## src/rtl/u8dw_pkg.sv

```systemverilog
`timescale 1ns / 1ps
`default_nettype none
// ============================================================================
// u8dw_pkg
// Shared types, constants and the code point column lookup.
// ============================================================================
package u8dw_pkg;

    localparam int WIDTH_BITS = 16;
    localparam int OUT_BITS   = 16;
    localparam int CP_BITS    = 21;
    localparam int INC_BITS   = 3;
    localparam int Q_DEPTH    = 4;
    localparam int Q_ABITS    = $clog2(Q_DEPTH);

    localparam logic [2:0] LEN_NONE  = 3'd0;
    localparam logic [2:0] LEN_TWO   = 3'd2;
    localparam logic [2:0] LEN_THREE = 3'd3;
    localparam logic [2:0] LEN_FOUR  = 3'd4;

    localparam logic [CP_BITS-1:0] CP_MAX       = 21'h10FFFF;
    localparam logic [CP_BITS-1:0] CP_MIN_THREE = 21'h000800;
    localparam logic [CP_BITS-1:0] CP_MIN_FOUR  = 21'h010000;

    typedef struct packed {
        logic                last;
        logic [INC_BITS-1:0] cols;
    } q_entry_t;

    function automatic logic [1:0] cp_cols(input logic [CP_BITS-1:0] cp);
        logic [1:0] cols;
        if (cp < 21'h20 || cp inside {[21'h7F:21'h9F]})
            cols = 2'd0;
        else if (cp inside {[21'h0300:21'h036F], [21'h1AB0:21'h1AFF],
                            [21'h1DC0:21'h1DFF], [21'h20D0:21'h20FF],
                            [21'hFE20:21'hFE2F]})
            cols = 2'd0;
        else if (cp inside {[21'h1100:21'h115F], [21'h2329:21'h232A],
                            [21'h2E80:21'hA4CF], [21'hAC00:21'hD7A3],
                            [21'hF900:21'hFAFF], [21'hFE10:21'hFE19],
                            [21'hFE30:21'hFE6F], [21'hFF00:21'hFF60],
                            [21'hFFE0:21'hFFE6], [21'h1F300:21'h1FAFF],
                            [21'h20000:21'h3FFFD]})
            cols = 2'd2;
        else
            cols = 2'd1;
        return cols;
    endfunction

endpackage
`default_nettype wire

```

## src/rtl/u8dw_front.sv

```systemverilog
`timescale 1ns / 1ps
`default_nettype none
// ============================================================================
// u8dw_front
// UTF-8 decoder: validates sequences and turns each byte into a column step.
// ============================================================================
module u8dw_front
    import u8dw_pkg::*;
(
    input  wire logic       clk,
    input  wire logic       rst_n,
    input  wire logic       accept,
    input  wire logic [7:0] data_byte,
    input  wire logic       final_byte,
    output q_entry_t        entry
);

    logic [2:0]         exp_reg,  exp_next;
    logic [1:0]         held_reg, held_next;
    logic [CP_BITS-1:0] part_reg, part_next;

    logic [2:0]         f_len;
    logic [CP_BITS-1:0] f_bits;
    logic               f_open;
    logic [1:0]         f_cols;
    logic [CP_BITS-1:0] cont_v;
    logic [2:0]         held_inc;
    logic               bad;

    always_comb
    begin
        f_len  = LEN_NONE;
        f_bits = '0;
        f_cols = 2'd1;
        if (!data_byte[7])
            f_cols = cp_cols({13'd0, data_byte});
        else if (data_byte inside {[8'hC2:8'hDF]})
        begin
            f_len  = LEN_TWO;
            f_bits = {16'd0, data_byte[4:0]};
        end
        else if (data_byte inside {[8'hE0:8'hEF]})
        begin
            f_len  = LEN_THREE;
            f_bits = {17'd0, data_byte[3:0]};
        end
        else if (data_byte inside {[8'hF0:8'hF4]})
        begin
            f_len  = LEN_FOUR;
            f_bits = {18'd0, data_byte[2:0]};
        end
        f_open = (f_len != LEN_NONE) && !final_byte;
    end

    always_comb
    begin
        cont_v   = {part_reg[CP_BITS-7:0], data_byte[5:0]};
        held_inc = {1'b0, held_reg} + 3'd1;
        bad = (exp_reg == LEN_THREE && cont_v < CP_MIN_THREE) ||
              (exp_reg == LEN_FOUR && cont_v < CP_MIN_FOUR) ||
              (cont_v > CP_MAX) ||
              (cont_v inside {[21'hD800:21'hDFFF]});
    end

    always_comb
    begin
        exp_next   = LEN_NONE;
        held_next  = 2'd0;
        part_next  = '0;
        entry.last = final_byte;
        entry.cols = '0;
        if (exp_reg != LEN_NONE && data_byte[7:6] == 2'b10)
        begin
            if (held_inc >= exp_reg)
                entry.cols = bad ? exp_reg : {1'b0, cp_cols(cont_v)};
            else if (final_byte)
                entry.cols = held_inc;
            else
            begin
                exp_next  = exp_reg;
                held_next = held_inc[1:0];
                part_next = cont_v;
            end
        end
        else
        begin
            // flush any open sequence, then treat the byte as a fresh start
            if (f_open)
            begin
                exp_next   = f_len;
                held_next  = 2'd1;
                part_next  = f_bits;
                entry.cols = {1'b0, held_reg};
            end
            else
                entry.cols = {1'b0, held_reg} + {1'b0, f_cols};
        end
        if (final_byte)
        begin
            exp_next  = LEN_NONE;
            held_next = 2'd0;
            part_next = '0;
        end
    end

    always_ff @(posedge clk or negedge rst_n)
    begin
        if (!rst_n)
        begin
            exp_reg  <= LEN_NONE;
            held_reg <= 2'd0;
            part_reg <= '0;
        end
        else if (accept)
        begin
            exp_reg  <= exp_next;
            held_reg <= held_next;
            part_reg <= part_next;
        end
    end

endmodule
`default_nettype wire

```

## src/rtl/u8dw_queue.sv

```systemverilog
`timescale 1ns / 1ps
`default_nettype none
// ============================================================================
// u8dw_queue
// Small FIFO of column steps between decoder and accumulator.
// ============================================================================
module u8dw_queue
    import u8dw_pkg::*;
(
    input  wire logic     clk,
    input  wire logic     rst_n,
    input  wire logic     push,
    input  wire q_entry_t push_entry,
    output logic          full,
    input  wire logic     pop,
    output logic          not_empty,
    output q_entry_t      head
);

    q_entry_t           mem_reg [Q_DEPTH];
    logic [Q_ABITS-1:0] wr_ptr_reg, wr_ptr_next;
    logic [Q_ABITS-1:0] rd_ptr_reg, rd_ptr_next;
    logic [Q_ABITS:0]   count_reg,  count_next;

    assign full      = (count_reg == (Q_ABITS+1)'(Q_DEPTH));
    assign not_empty = (count_reg != '0);
    assign head      = mem_reg[rd_ptr_reg];

    always_comb
    begin
        wr_ptr_next = push ? wr_ptr_reg + 1'b1 : wr_ptr_reg;
        rd_ptr_next = pop ? rd_ptr_reg + 1'b1 : rd_ptr_reg;
        count_next  = count_reg + (Q_ABITS+1)'(push) - (Q_ABITS+1)'(pop);
    end

    always_ff @(posedge clk)
    begin
        if (push)
            mem_reg[wr_ptr_reg] <= push_entry;
    end

    always_ff @(posedge clk or negedge rst_n)
    begin
        if (!rst_n)
        begin
            wr_ptr_reg <= '0;
            rd_ptr_reg <= '0;
            count_reg  <= '0;
        end
        else
        begin
            wr_ptr_reg <= wr_ptr_next;
            rd_ptr_reg <= rd_ptr_next;
            count_reg  <= count_next;
        end
    end

endmodule
`default_nettype wire

```

## src/rtl/u8dw_back.sv

```systemverilog
`timescale 1ns / 1ps
`default_nettype none
// ============================================================================
// u8dw_back
// Saturating column accumulator with the output register.
// ============================================================================
module u8dw_back
    import u8dw_pkg::*;
(
    input  wire logic           clk,
    input  wire logic           rst_n,
    input  wire logic           q_valid,
    input  wire q_entry_t       q_head,
    output logic                q_pop,
    output logic                out_valid,
    input  wire logic           out_ready,
    output logic [OUT_BITS-1:0] total_width
);

    logic [WIDTH_BITS-1:0] sum_reg, sum_next;
    logic                  valid_reg, valid_next;
    logic [OUT_BITS-1:0]   data_reg, data_next;
    logic [WIDTH_BITS:0]   raw_sum;
    logic [WIDTH_BITS-1:0] sat_sum;

    assign q_pop       = q_valid && (!q_head.last || !valid_reg || out_ready);
    assign out_valid   = valid_reg;
    assign total_width = data_reg;

    always_comb
    begin
        raw_sum    = {1'b0, sum_reg} + (WIDTH_BITS+1)'(q_head.cols);
        sat_sum    = raw_sum[WIDTH_BITS] ? '1 : raw_sum[WIDTH_BITS-1:0];
        sum_next   = sum_reg;
        data_next  = data_reg;
        valid_next = valid_reg && !out_ready;
        if (q_pop)
        begin
            if (q_head.last)
            begin
                sum_next   = '0;
                data_next  = OUT_BITS'(sat_sum);
                valid_next = 1'b1;
            end
            else
                sum_next = sat_sum;
        end
    end

    always_ff @(posedge clk)
    begin
        data_reg <= data_next;
    end

    always_ff @(posedge clk or negedge rst_n)
    begin
        if (!rst_n)
        begin
            sum_reg   <= '0;
            valid_reg <= 1'b0;
        end
        else
        begin
            sum_reg   <= sum_next;
            valid_reg <= valid_next;
        end
    end

endmodule
`default_nettype wire

```

## src/rtl/utf8_display_width_core.sv

```systemverilog
`timescale 1ns / 1ps
`default_nettype none
// ============================================================================
// utf8_display_width_core
// Display column count of a UTF-8 text streamed one byte per transaction.
//
// Input stream: one text byte per transaction in tdata, tlast on the final
// byte of the text. Output stream: one transaction per text carrying the
// saturating column total. A decoder front end validates UTF-8 and turns each
// byte into a column step; a four-entry FIFO feeds the accumulator back end,
// which owns the output register.
// Throughput: one byte per cycle while the FIFO is not full, set by the
// decoder step and the one-entry-per-cycle FIFO pop. With the FIFO empty
// and the output register free, the final byte's step is written into the
// FIFO and then popped into the output register, raising m_axis_tvalid.
// Reset clears the decoder state, the FIFO and the running total; no output
// is valid after reset. When the receiver stalls, the result holds in the
// output register, bytes keep flowing into the FIFO until the next final
// byte reaches its head and it fills, and s_axis_tready then drops until
// the result is taken.
// ============================================================================
module utf8_display_width_core
    import u8dw_pkg::*;
(
    input  wire logic        clk,
    input  wire logic        rst_n,
    input  wire logic        s_axis_tvalid,
    output logic             s_axis_tready,
    input  wire logic [7:0]  s_axis_tdata,   // [7:0] data_byte
    input  wire logic        s_axis_tlast,   // final_byte
    output logic             m_axis_tvalid,
    input  wire logic        m_axis_tready,
    output logic [15:0]      m_axis_tdata    // [15:0] total_width
);

    logic     accept;
    logic     q_full;
    logic     q_valid;
    logic     q_pop;
    q_entry_t front_entry;
    q_entry_t q_head;

    assign s_axis_tready = !q_full;
    assign accept        = s_axis_tvalid && !q_full;

    u8dw_front u_front (
        .clk        (clk),
        .rst_n      (rst_n),
        .accept     (accept),
        .data_byte  (s_axis_tdata),
        .final_byte (s_axis_tlast),
        .entry      (front_entry)
    );

    u8dw_queue u_queue (
        .clk        (clk),
        .rst_n      (rst_n),
        .push       (accept),
        .push_entry (front_entry),
        .full       (q_full),
        .pop        (q_pop),
        .not_empty  (q_valid),
        .head       (q_head)
    );

    u8dw_back u_back (
        .clk         (clk),
        .rst_n       (rst_n),
        .q_valid     (q_valid),
        .q_head      (q_head),
        .q_pop       (q_pop),
        .out_valid   (m_axis_tvalid),
        .out_ready   (m_axis_tready),
        .total_width (m_axis_tdata)
    );

endmodule
`default_nettype wire

```

## config.mk

```make
export PLATFORM = sky130hd
export DESIGN_NAME = utf8_display_width_core
export DESIGN_NICKNAME = d
export VERILOG_FILES = /design/src/rtl/u8dw_pkg.sv /design/src/rtl/u8dw_front.sv /design/src/rtl/u8dw_queue.sv /design/src/rtl/u8dw_back.sv /design/src/rtl/utf8_display_width_core.sv
export SDC_FILE = /design/constraint.sdc
export NUM_CORES = 1
export LEC_CHECK = 0
export BUFFER_PORTS_ARGS = -buffer_cell sky130_fd_sc_hd__buf_2
export CAP_MARGIN = 20
export CORE_UTILIZATION = 55
export CTS_CLUSTER_SIZE = 16
export DETAILED_ROUTE_END_ITERATION = 10
export HOLD_SLACK_MARGIN = 0.15
export PLACE_DENSITY = 0.76
export RECOVER_POWER = 50
export SLEW_MARGIN = 20
export SYNTH_ARGS = -nofsm -noshare
export SYNTH_HDL_FRONTEND = slang
export SYNTH_HIERARCHICAL = 1
export SYNTH_SLANG_ARGS = --single-unit
export TNS_END_PERCENT = 20
```

## constraint.sdc

```tcl
create_clock -name clk -period 2.8 [get_ports clk]
set_input_delay 0.56 -clock clk [delete_from_list [all_inputs] [get_ports clk]]
set_output_delay 0.56 -clock clk [all_outputs]
set_load 0.01 [all_outputs]
```

Yosys cells after proc, flatten, opt, wreduce, memory -nomap -nowiden
Memories as Yosys holds them, arrays and structs flattened.
Cells that the tools add are included.
{ "classes": {"n_eq_ne": 5, "mux": 38, "reduce_logical": 66, "addsub": 7, "n_lt_le_gt_ge": 82} }
{ "ops": {"columns": ["op", "n"], "rows": [
  ["$le A21 B16 Y1 const B", 9],
  ["$ge A21 B16 Y1 const B", 8],
  ["$le A8 B16 Y1 const B", 8],
  ["$ge A8 B16 Y1 const B", 7],
  ["$mux W15", 6],
  ["$ge A21 B13 Y1 const B", 3],
  ["$ge A21 B14 Y1 const B", 3],
  ["$le A21 B13 Y1 const B", 3],
  ["$logic_and A1 B1 Y1", 45],
  ["$ge A8 B14 Y1 const B", 3],
  ["$le A21 B14 Y1 const B", 2],
  ["$mux W3", 14],
  ["$ge A8 B13 Y1 const B", 3],
  ["$le A8 B13 Y1 const B", 3],
  ["$le A8 B8 Y1 const B", 4],
  ["$mux W16", 2],
  ["$le A8 B14 Y1 const B", 2],
  ["$ge A8 B8 Y1 const B", 3],
  ["$reduce_bool A11 Y1", 2],
  ["$ge A21 B10 Y1 const B", 1],
  ["$ge A21 B17 Y1 const B", 1],
  ["$ge A21 B18 Y1 const B", 1],
  ["$ge A21 B7 Y1 const B", 1],
  ["$gt A21 B21 Y1 const B", 1],
  ["other kinds (34)", 63]
]} }
{ "word_totals": {"input_bits": 13, "word_cells": 208, "n_memories": 1, "mem_bits_rw": 16, "regBits": 60} }
{ "mem_list": {"columns": ["name", "depth", "width", "rd", "rd_clocked_by_memory_dff", "wr", "line_no", "text"], "rows": [
  ["u_queue.mem_reg", 4, 4, 1, 0, 1, "u8dw_queue.sv:20", "q_entry_t mem_reg [Q_DEPTH];"]
]} }

Logic depth before layout (Yosys ltp)
Gate-level depths: netlist (run 1).
{ "depth": {"ltp_word": 11, "ltp_mapped": 11, "ltp_nobuf": 9} }

By module
Netlist (run 1), hierarchy kept.
{ "modules_own_cells": {"columns": ["module", "area_per_inst_um2", "n_inst", "cells_each"], "rows": [
  ["u8dw_front", 1893.1, 1, 259],
  ["u8dw_back", 1793.0, 1, 173],
  ["u8dw_queue", 968.4, 1, 55],
  ["utf8_display_width_core", 10.0, 1, 2]
]} }

Least setup slack after synthesis (run 1)
OpenSTA, ideal clock, no wires.
{ "synth_path": {"kind": "register -> register", "start": "reg u_queue.rd_ptr_reg[0]", "end": "reg u_queue.count_reg[2]", "path_stages_with_launch": 12, "setup_time_ps": 123, "path_buffers": 2, "period_less_slack_ps": 2714, "setup_slack_ps": 86, "arrival_time_ps": 2591, "path_cell_list": "dfrtp_1 -> buf_6 -> mux4_2 -> nand3b_1 -> nand2_1 -> inv_2 -> clkbuf_1 -> ha_1 -> inv_1 -> ha_1 -> fa_1 -> xnor2_1"} }
{ "synth_rtl": {"columns": ["item", "line_no", "text"], "rows": [
  ["start, declared", "u8dw_queue.sv:22", "logic [Q_ABITS-1:0] rd_ptr_reg, rd_ptr_next;"],
  ["start signal, assigned", "u8dw_queue.sv:53", "rd_ptr_reg <= rd_ptr_next;"],
  ["end signal, assigned", "u8dw_queue.sv:54", "count_reg <= count_next;"],
  ["end, declared", "u8dw_queue.sv:23", "logic [Q_ABITS:0] count_reg, count_next;"]
]} }

==> results of run 1 <==
==> logic make-up after synthesis <==
family	after synthesis	synth area share
fa+ha+maj	17	0.0488
simple gates	188	0.218
buf+inv	66	0.0601
compound gates	123	0.183
mux	6	0.0236
flops	76	0.442
xor+xnor	13	0.0244
==> stage by stage <==
| step | power, W | util | setup slack (ns) |
|---|---|---|---|
| floorplan | 0.00270 | - | 0.0864 |
| global placement | 0.00318 | 0.617 | -0.0517 |
| detailed placement | 0.00324 | 0.617 | -0.0203 |
| CTS | 0.00415 | 0.645 | 0.0451 |
| global route | 0.00440 | 0.643 | -0.0106 |
| finish | 0.00412 | 0.643 | 0.122 |
==> final cells by class <==
cell class / count / area, um^2
clock buffers: 13 / 191
multi-input cells: 347 / 2350
flip-flops and latches: 76 / 2060
clock inverters: 3 / 25.0
inverters: 36 / 135
repair buffers: 66 / 387
well taps: 105 / 131
fillers: 676 / 2930
==> synth_stat cells (3+ instances only) <==
library cell and number:
nand2_1 41, and3_1 10, o21a_1 4, nor2_1 34, o21ai_0 15, a21oi_1 21, nand4b_1 5, and4_1 4
nand3b_1 3, o311ai_0 3, nor4b_1 4, nor4_1 10, inv_1 33, nand2b_1 7, o22ai_1 5, a21o_1 6
and2_1 6, a22o_1 4, inv_2 3, buf_4 3, a31oi_1 7, nand4_1 14, xor2_1 3, o2111a_1 3
o21ai_1 16, xnor2_1 10, buf_2 4, mux4_2 4, edfxtp_1 32, clkbuf_1 19, a211oi_1 8, nor3_1 20
or3_1 5, ha_1 15, dfrtp_1 44, nand3_1 14
==> routing by layer <==
metal	global-route usage	up-vias	share of wire
met5	0	-	0
met1	0.348	1893	0.41
met3	0.0405	22	0.068
met2	0.484	169	0.50
met4	0.113	0	0.023
li1	-	1915	-
==> power by group <==
group	internal (W)	leakage (nW)	switching, W
Sequential	0.00150	0.894	0.000167
Clock	0.000460	0.107	0.000425
Combinational	0.000605	1.14	0.000955
Total	0.00257	2.14	0.00155
==> timing repair <==
action                     in CTS  in global routing
setup endpoints to repair       4                 25
hold buffers                    0                  0
gates resized for setup         2                  7
cloned                          0                  0
==> final timing paths <==
check / startpoint / end / depth (start not counted)
max: u_queue/rd_ptr_reg[0] / u_back/sum_reg[13] / 8
min: rst_n / u_back/sum_reg[1] / 2
max reg2reg: u_queue/rd_ptr_reg[0] / u_back/sum_reg[13] / 8
min reg2reg: u_back/sum_reg[0] / u_back/sum_reg[0] / 2
max in group asynchronous: rst_n / u_front/part_reg[13] / 2
min in group clk: m_axis_tready / u_back/out_valid / 3
==> flow_summary.ini, run 1 <==
[outcome]
status = finished clean

[route]
ant_nets = 0
vias = 3999
drt_iter0_markers = 286
viasPerCell = 6.19
first_pass_iters = 5
finalWirelength_um = 11300
drt_drc_violations_left = 0
avgRoutedWirePerCell_um = 17.6

[critical_path]
max_stage_delay_ns = 0.55
critPathArrivalTime_ns = 2.88
crit_top_cell = buf_4
critical_path_class = register to register
crit_path_start_kind = register
endpoint_kind = register
r2r_slack_ns = 0.12
cpMaxStageDelayCell = mux4_2
crit_fanout = 5
crit_chain = buf_4, mux4_2, fa_2, a21oi_2, buf_4, nor2_1, a2111oi_1, a211oi_1
path_buf_inv = 2
required_ns = 3.00
cp_top_family = compound AO/OA/AOI/OAI gates

[floorplanning]
initial_core_util = 0.568
pin_count = 31
core_mm2 = 0.00822
dieArea_mm2 = 0.00885
chipHeight_um = 94.1
rows = 33
die_w_um = 94.1

[synth]
syn_area_per_cell_um2 = 9.54
yosys_warnings = 6
syn-num-nets = 519
synth_top_area_share = 0.236
ys_top_cells_by_area = dfrtp_1 24%, edfxtp_1 21%, ha_1 4.0%
yosys_most_used_dff = dfrtp_1
synth_cell_types = 72
yosysSeqAreaShare = 0.442
synth_edf_count = 32
async_flop_share = 0.579
synth_area_mm2 = 0.00466
syn-instance-count = 489
yosys.area.top_type = dfrtp_1
synth-seq-cells = 76

[sta]
slew_headroom = 0.247
fin_crit_ns = 2.68
period_share = 0.957
rsz0062_at_grt = true
max_freq_mhz = 373
max_slew.worst_pin.slew_ns = 1.13
finalSetupViolCount = 0
hold_ws_ns = 0.496
tns_ns = 0
hold_viol = 0
skew_ns = 0.0128
final_max_slew_viol_count = 0

[place]
gp_congestion = 0.946
portBuffers = 30
post-dp-hpwl_um = 8200
dp_cells = 630
dpl_cell_area_mm2 = 0.00507

[layout]
layout_commonest_cell = dfrtp_1
final_cell_mix = 44 x dfrtp_1, 41 x nand2_1, 34 x nor2_1, 33 x inv_1, 33 x buf_4
num-nets-final = 566
instances_no_fill = 646
antenna_cells = 0
drive_gt1_frac = 0.155
area_growth_pct = 13.3
stdcell_area_mm2 = 0.00528

[global_route]
grt_max_degree = 45
grt_pass1_wl_um = 18800
track_usage = 0.279
grt-ovfl-total = 0
antenna_found_initial = 0
grt_pass1_vias = 3871

[power_and_ir_drop]
ir_drop_mv = 0.511
p_leak_nw = 2.14
powerDensity_mw_per_mm2 = 779

[hold_path]
hold_class = input port to async pin

[clock_tree]
clkTransAtPathRegs_ns = 0.09
cts_root_buf = clkbuf_8
clock_sinks = 76
clk_latency_ns = 0.34
cts_tree = yes
htreeDepth = 3
cts-buffers-inserted = 9
post_cts_buffers = 0
clockBufferDepth = 2

[job]
drv_cap = 0
No activity file was read; power rests on OpenSTA's default activity.
==> inputs of run 2 (changes only) <==
Settings changed: PLACE_DENSITY 0.76 to 0.73.
Clock period 2.8 ns to 3.3 ns, I/O delays scaled along.
==> flow_summary.ini, run 2 (synthesis results as in run 1) <==
[sta]
slew_headroom = -0.665
period_share = 0.911
final_max_slew_viol_count = 45
finalSetupViolCount = 0
max_freq_mhz = 333
hold_viol = 0
tns_ns = 0
skew_ns = 0.0180
max_slew.worst_pin.slew_ns = 2.50
fin_crit_ns = 3.01
rsz0062_at_grt = false

[floorplanning]
pin_count = 31
chipHeight_um = 94.1
initial_core_util = 0.568
die_w_um = 94.1
core_mm2 = 0.00822
rows = 33
dieArea_mm2 = 0.00885

[route]
drt_drc_violations_left = 0
wl_met3_um = 701
dr_wl_met2_um = 5290
top_layer = met4
viasPerCell = 6.37
drt_iter0_markers = 273
avgRoutedWirePerCell_um = 17.8
wl_met1_um = 4750
first_pass_iters = 6
ant_nets = 0
finalWirelength_um = 11000
vias = 3935

[global_route]
grt_pass1_wl_um = 18600
grt_max_degree = 45
grt-ovfl-total = 0
track_usage = 0.271
antenna_found_initial = 0
grt_pass1_vias = 3841

[power_and_ir_drop]
p_sw_frac = 0.371
p_clk_frac = 0.226
ir_drop_mv = 0.344
internal_power_w = 0.00215
p_leak_nw = 2.00
combPwrFrac = 0.357
p_sw_w = 0.00126
p_seq_frac = 0.417
powerDensity_mw_per_mm2 = 675

[hold_path]
hold_start = u_back/sum_reg[0]
hold_class = register to register

[critical_path]
max_stage_delay_ns = 0.56
r2r_start = u_queue/rd_ptr_reg[0]
required_ns = 3.38
crit_chain = mux4_2, ha_1, fa_1, a21oi_1, or3_1, nor2_1, mux2i_1
crit_fanout = 8
endpoint_kind = register
critPathArrivalTime_ns = 3.09
cpMaxStageDelayCell = mux4_2
startpoint = u_queue/rd_ptr_reg[0]
crit_path_start_kind = register
critical_path_class = register to register

[layout]
layout_commonest_cell = dfrtp_1
area_growth_pct = 8.23
final_cell_mix = 44 x dfrtp_1, 41 x nand2_1, 34 x nor2_1, 33 x inv_1, 32 x edfxtp_1
instances_no_fill = 618
final-seq-area_mm2 = 0.00206
fill_cells = 728
num-nets-final = 538
antenna_cells = 0
multi_input_area_mm2 = 0.00232
drive_gt1_frac = 0.0975

[job]
drv_cap = 1

[clock_tree]
clkTransAtPathRegs_ns = 0.08
clock_sinks = 76
cts-buffers-inserted = 9
ctsHoldBuffers = 0
clk_latency_ns = 0.34
cts_root_buf = clkbuf_8
cts_tree = yes
clockBufferDepth = 2
cts_resized = 0
post_cts_buffers = 0
htreeDepth = 3

[place]
portBuffers = 30
dp_cells = 602
post-dp-hpwl_um = 7860
gp_congestion = 1.06

[outcome]
violations = capacitance limit, slew limit
status = complete, but fails checks
[run 2: cell count changes in the layout (fill, tap and decap cells not counted), moves of 2 or more]
cell and delta:
a2111oi_1 -2, clkbuf_16 -2, nor3_2 -2, bufinv_16 +2, nor3_1 +2, a2111oi_0 +2
buf_4 -26
[run 2: final timing paths]
check                                          to  slack (ns)  cells past startpoint
setup / recovery           u_back/total_width[12]        0.29                      7
setup reg to reg           u_back/total_width[12]        0.29                      7
hold reg to reg                 u_back/sum_reg[0]        0.52                      2
min in group asynchronous    u_queue/count_reg[1]        1.08                      1
hold / removal                  u_back/sum_reg[0]        0.52                      2
max in group asynchronous     u_front/part_reg[9]        0.79                      1
[run 2: layout make-up]
type	instances	area share
Timing Repair Buffer	38	0.0359
Tap cell	105	0.0260
Clock buffer	10	0.0253
Inverter	36	0.0268
Multi-Input combinational cell	347	0.460
Sequential cell	76	0.408
Clock inverter	6	0.0176
[run 2: per-layer routing]
metal / vias up / GRT usage
met3: 29 / 0.0453
met5: - / 0
li1: 1856 / -
met2: 196 / 0.445
met4: 0 / 0.109
met1: 1854 / 0.355
[run 2: power groups by stage]
stage,Sequential (W),Clock (W),Combinational (W)
floorplan,0.00143,0,0.000854
finish,0.00142,0.000771,0.00122
global placement,0.00143,0,0.00119
detailed placement,0.00144,0,0.00124
global route,0.00145,0.000831,0.00138
CTS,0.00142,0.000789,0.00124
[run 2: worst max-delay path, delay by kind of cell, from the launching register on]
family | cells | cell delay (ns)
AO/OA/AOI/OAI | 1 | 0.33
AND/OR/NAND/NOR | 2 | 0.50
flip-flops | 1 | 0.53
multiplexers | 2 | 0.69
adder cells (fa/ha/maj) | 2 | 0.71
[run 2: per-stage QoR]
| step | instance area (um^2) | util | power, W | hold WS [ns] | worst slack, ns |
|---|---|---|---|---|---|
| 2_1_floorplan | 4660 | - | 0.00229 | 0.364 | 0.586 |
| 3_3_place_gp | 4860 | 0.592 | 0.00262 | 0.497 | 0.372 |
| 3_5_place_dp | 4860 | 0.592 | 0.00267 | 0.494 | 0.316 |
| 4_1_cts | 5080 | 0.618 | 0.00345 | 0.512 | 0.304 |
| 5_1_grt | 5050 | 0.614 | 0.00366 | 0.539 | 0.157 |
| 6_report | 5050 | 0.614 | 0.00341 | 0.520 | 0.295 |
